$ cat src/rtl/ahd_pkg.sv
// Shared definitions for the allpass/Householder input diffuser.
// Holds default sizes, register indexes, reset values, the polarity table,
// the sequencer state type and the control bundles. No dependencies.
package ahd_pkg;

	localparam int LANES_DEF       = 8;
	localparam int STAGES_DEF      = 4;
	localparam int MAX_DELAY_DEF   = 1024;
	localparam int SAMPLE_BITS_DEF = 24;

	localparam int COEFF_W    = 15;
	localparam int DELAY_W    = 10;
	localparam int CFG_IDX_W  = 3;
	localparam int CFG_DATA_W = 15;
	localparam int NREGDELAY  = 4;
	localparam int POL_COLS   = 8;

	localparam logic [COEFF_W-1:0] COEFF_RST       = 15'd20480;
	localparam logic [DELAY_W-1:0] STAGE_DELAY_RST [NREGDELAY] =
		'{10'd142, 10'd107, 10'd379, 10'd277};

	// Bit l of a row is set where lane l is negated in that stage.
	localparam logic [POL_COLS-1:0] POL_NEG [NREGDELAY] =
		'{8'b1101_0010, 8'b1011_0100, 8'b0110_1001, 8'b1010_0110};

	typedef enum logic [CFG_IDX_W-1:0] {
		REG_COEFF        = 3'd0,
		REG_STAGE0_DELAY = 3'd1,
		REG_STAGE1_DELAY = 3'd2,
		REG_STAGE2_DELAY = 3'd3,
		REG_STAGE3_DELAY = 3'd4
	} cfg_reg_t;

	typedef enum logic [3:0] {
		ST_IDLE,
		ST_READ,
		ST_SUBV,
		ST_MULV,
		ST_OUTY,
		ST_SUM,
		ST_DIV,
		ST_APPLY,
		ST_FINISH
	} state_t;

	typedef struct packed {
		logic mul_h;
		logic sub_v;
		logic mul_v;
		logic out_y;
	} lane_ctl_t;

	typedef struct packed {
		logic load;
		logic step;
	} mix_ctl_t;

endpackage

$ cat src/rtl/ahd_mix.sv
// Householder merge: sums the lanes, divides by the lane count through a
// reciprocal multiplication and subtracts the term. Uses ahd_pkg.
module ahd_mix
	import ahd_pkg::*;
#(
	parameter int LANES       = LANES_DEF,
	parameter int SAMPLE_BITS = SAMPLE_BITS_DEF
) (
	input  logic                                clk,
	input  mix_ctl_t                            ctl,
	input  logic [LANES-1:0][SAMPLE_BITS-1:0]   y,
	output logic [LANES-1:0][SAMPLE_BITS-1:0]   mixed
);

	localparam int SB   = SAMPLE_BITS;
	localparam int SATW = SB + 3;
	localparam int LW   = $clog2(LANES);
	localparam int SUMW = SB + LW + 1;
	localparam int UW   = SB + LW + 2;
	localparam int MW   = UW + 1;
	localparam int PRW  = UW + MW;
	localparam int RSH  = UW + LW;
	localparam int QW   = PRW - RSH;
	// ceil(2^RSH / LANES) gives the exact floor quotient for any dividend below 2^UW.
	localparam longint RECIP =
		((longint'(1) << RSH) + longint'(LANES) - 1) / longint'(LANES);
	localparam logic [MW-1:0] RECIP_M = MW'(RECIP);

	function automatic logic signed [SB-1:0] sat(input logic signed [SATW-1:0] a);
		logic in_range;
		in_range = (a[SATW-1:SB-1] == '0) || (a[SATW-1:SB-1] == '1);
		if (in_range)
			return a[SB-1:0];
		return {a[SATW-1], {(SB-1){~a[SATW-1]}}};
	endfunction

	logic [UW-1:0]          num_q;
	logic [QW-1:0]          quo_q;

	logic signed [SUMW-1:0] sum;
	logic signed [UW:0]     n_full;
	logic [PRW-1:0]         prod;
	logic signed [SB+1:0]   q;

	always_comb begin
		sum = '0;
		for (int l = 0; l < LANES; l++)
			sum = sum + SUMW'($signed(y[l]));
	end

	// The dividend is biased by LANES * 2^SB so that it is never negative;
	// the quotient is unbiased again by subtracting 2^SB.
	assign n_full = ((UW+1)'(sum) <<< 1) + (UW+1)'(LANES / 2)
		+ ((UW+1)'(LANES) <<< SB);

	assign prod = PRW'(num_q) * PRW'(RECIP_M);

	always_ff @(posedge clk) begin
		if (ctl.load)
			num_q <= n_full[UW-1:0];
		if (ctl.step)
			quo_q <= prod[PRW-1:RSH];
	end

	assign q = (SB+2)'($signed({1'b0, quo_q}) - $signed((QW+1)'(1) << SB));

	always_comb begin
		for (int l = 0; l < LANES; l++)
			mixed[l] = sat(SATW'($signed(y[l])) - SATW'(q));
	end

endmodule

$ cat config.mk
export PLATFORM = sky130hd
export DESIGN_NAME = ahd_mix
export DESIGN_NICKNAME = d
export VERILOG_FILES = /design/src/rtl/ahd_pkg.sv /design/src/rtl/ahd_mix.sv
export SDC_FILE = /design/constraint.sdc
export NUM_CORES = 1
export LEC_CHECK = 0
export BUFFER_PORTS_ARGS = -buffer_cell sky130_fd_sc_hd__clkbuf_2
export CELL_PAD_IN_SITES_DETAIL_PLACEMENT = 1
export CELL_PAD_IN_SITES_GLOBAL_PLACEMENT = 2
export CORE_MARGIN = 4
export CORE_UTILIZATION = 34
export CTS_CLUSTER_DIAMETER = 30
export DETAILED_ROUTE_END_ITERATION = 12
export GPL_ROUTABILITY_DRIVEN = 0
export PLACE_DENSITY_LB_ADDON = 0.1
export SKIP_CTS_REPAIR_TIMING = 1
export SLEW_MARGIN = 20
export SYNTH_ARGS = -nofsm -noshare
export SYNTH_HDL_FRONTEND = slang
export SYNTH_SLANG_ARGS = --single-unit
$ cat constraint.sdc
create_clock -name clk -period 6.6 [get_ports clk]
set_input_delay 0.99 -clock clk [delete_from_list [all_inputs] [get_ports clk]]
set_output_delay 0.99 -clock clk [all_outputs]
set_load 0.01 [all_outputs]
==> run_results.csv <==
group,metric,value,unit
floorplan,start_util,34.3,%
sta,final-max-slew-violation-count,0,
clock_tree,clk_pin_slew_worst_paths,0.07,ns
sta,fin_crit,6.34,ns
cells_and_area,num-nets-final,3332,
clock_tree,clock_path_buffers,2,
cells_and_area,areaGrowthSynthToFinish,16.2,%
routing,drc,0,
logic_synthesis,seq_area_frac_synth,8.25,%
cells_and_area,final_area,0.0220,mm2
sta,fin_crit_sh,96.0,%
grt,overflow,0,
worst_hold_path,hp-class,"reg -> reg",
grt,antenna_found_initial,6,
placed_design,hpwlAfterDp,71.5,mm
placed_design,place_worst_setup_slack,-0.0160,ns
logic_synthesis,syn-cell-area,0.0189,mm2
logic_synthesis,synth_warnings,0,
worst_setup_path,worst_ep_required_time,5.61,ns
cells_and_area,layout_common_cells,"clkbuf_2 (386), inv_1 (361), ha_1 (236), o21ai_0 (235), a21oi_1 (176)",
sta,tightestPinTransition,0.944,ns
logic_synthesis,netlist_instances,2385,
sta,fmax,158,MHz
routing,drt_wl_total,79.3,mm
sta,max_slew_margin,36.9,%
sta,finalSetupViolations,0,
logic_synthesis,async_flop_share,0,%
grt,grt_pass1_wl,119,mm
floorplan,core_area,0.0551,mm2
worst_setup_path,path_max_fanout,23,
worst_setup_path,crit_path_end_kind,"primary output",
floorplan,rows,86,
logic_synthesis,yosys_most_used_dff,"edfxtp_1",
routing,post_drt_wl_per_cell,22.6,um
sta,final.setup.tns,0,ns
power,vdd_drop_max,0.260,mV
routing,drt_first_pass_iters,5,
routing,num_vias,19000,
worst_setup_path,startpoint_type,"primary input",
clock_tree,cts_htree_levels,2,
clock_tree,cts_tree,"done",
power,powerDensity,621,mW/mm2
clock_tree,worstSkewPairLatency,0.30,ns
placed_design,place_area,0.0218,mm2
logic_synthesis,mappedNetlistNets,2972,
placed_design,numPortBuffers,386,
logic_synthesis,synth-edff-count,52,
clock_tree,cts_root_buf,"clkbuf_16",
cells_and_area,utilization,39.9,%
status,status,"finished clean",
grt,grt_max_degree,27,
grt,grt_pass1_vias,20100,
worst_setup_path,critPathKind,"in -> out",
sta,hold_viol_final,0,
clock_tree,cts_sinks,52,
logic_synthesis,synth-seq-cells,52,
clock_tree,numCtsBuffers,5,
power,leakagePower,10.9,nW
cells_and_area,final_common_cell,"clkbuf_2",
floorplan,ios,387,
logic_synthesis,yosys.cell_types.count,85,
sta,fin_worst_skew,0.00776,ns
floorplan,fp.dieH,244,um
routing,drt_iter0_drc,805,
routing,ant_nets,0,
sta,holdWs,0.411,ns
floorplan,dieArea,0.0595,mm2
job,maxCapViolCount,0,
floorplan,fp.dieW,244,um
logic_synthesis,syn_area_per_cell,7.93,um2
routing,via_per_inst,5.43,
cells_and_area,drive_gt1_share,16.7,%
grt,groute.usage.overall,25.7,%
worst_setup_path,worstPathArrival,5.35,ns
sta,fin_ws,0.262,ns
-- cell usage after synthesis (all sizes together) (5+ instances only) --
library cell | n | area share [%]
and3 | 24 | 0.79
o21ai | 246 | 6.5
buf | 10 | 0.29
a2111oi | 6 | 0.29
o31ai | 22 | 0.98
a21boi | 6 | 0.26
a21o | 156 | 6.2
a31o | 5 | 0.23
nor3 | 34 | 0.93
o311ai | 5 | 0.23
o21bai | 30 | 1.2
xnor2 | 134 | 6.2
o22ai | 5 | 0.17
edfxtp | 52 | 8.3
ha | 236 | 16
nand3b | 5 | 0.20
o21a | 38 | 1.5
o211ai | 17 | 0.70
inv | 361 | 7.2
xor2 | 83 | 3.8
nand2 | 101 | 2.0
nor2b | 44 | 1.5
or3 | 7 | 0.23
clkbuf | 50 | 1.0
a31oi | 33 | 1.3
nand2b | 33 | 1.1
o2111ai | 5 | 0.23
nand4 | 25 | 0.83
o31a | 10 | 0.46
a221oi | 6 | 0.34
a21oi | 177 | 4.7
nor2 | 109 | 2.2
fa | 156 | 17
nor4 | 5 | 0.17
and2 | 12 | 0.40
nand3 | 50 | 1.3
a211oi | 13 | 0.52
a311oi | 8 | 0.37
-- area by class of cell --
class / instances / area, um2
fillers: 6830 / 33100
multi-input cells: 1912 / 15800
repair buffers: 413 / 2130
flip-flops and latches: 52 / 1560
inverters: 361 / 1360
well taps: 748 / 936
clock buffers: 5 / 125
clock inverters: 3 / 42.5
diodes: 5 / 12.5
-- cell families after synthesis --
kind of cell	Yosys count	synth area share, %
and+or+nand+nor	471	12.6
AOI/OAI and AO/OA	831	28.5
xor gates and xnor gates	217	10.0
adders and majority gates	392	32.1
DFF	52	8.25
buffers and inverters	421	8.50
muxes	1	0.0529
-- state kept, by name, indices dropped and copies added, names as in the netlist --
signal  count
quo_q      26
num_q      26
-- stage by stage --
stage	cells	power, W
final	3499	0.0137
after global routing	3499	0.0149
after CTS	3494	0.0137
after detailed placement	3486	0.0132
after global placement	3486	0.0131
after floorplan	2385	0.00897
-- path summary, 6_finish.rpt --
check / from / cells past startpoint / slack [ns] / endpoint
setup / recovery: y[96] / 16 / 0.26 / mixed[107]
hold / removal: num_q[21] / 0 / 0.41 / quo_q[18]
setup reg to reg: num_q[10] / 0 / 5.94 / quo_q[7]
hold reg to reg: num_q[21] / 0 / 0.41 / quo_q[18]
-- metal layers --
metal | routed length, um | track usage, % | up-vias
li1 | - | - | 9098
met1 | 37000 | 35.3 | 9454
met2 | 38100 | 45.0 | 408
met3 | 2570 | 1.28 | 55
met4 | 1480 | 5.20 | 2
met5 | 13 | 0 | -
-- worst max-delay path: stages --
cell	delay, ns
clkbuf_2	0.07
inv_1	0.08
ha_1	0.24
fa_1	0.42
nand2b_1	0.21
a2111oi_1	0.64
o2111ai_1	0.19
nand3_1	0.20
a221oi_2	0.14
o31ai_1	0.58
a21oi_1	0.16
a21oi_1	0.36
a31oi_2	0.05
buf_4	0.23
o21ai_0	0.51
clkbuf_2	0.24
-- power by group --
part / leakage [nW] / internal [W] / switching (W)
Combinational: 10.3 / 0.00487 / 0.00769
Clock: 0.0815 / 0.000179 / 0.000125
Sequential: 0.509 / 0.000734 / 0.0000576
Power figures use the tool's default switching activity.
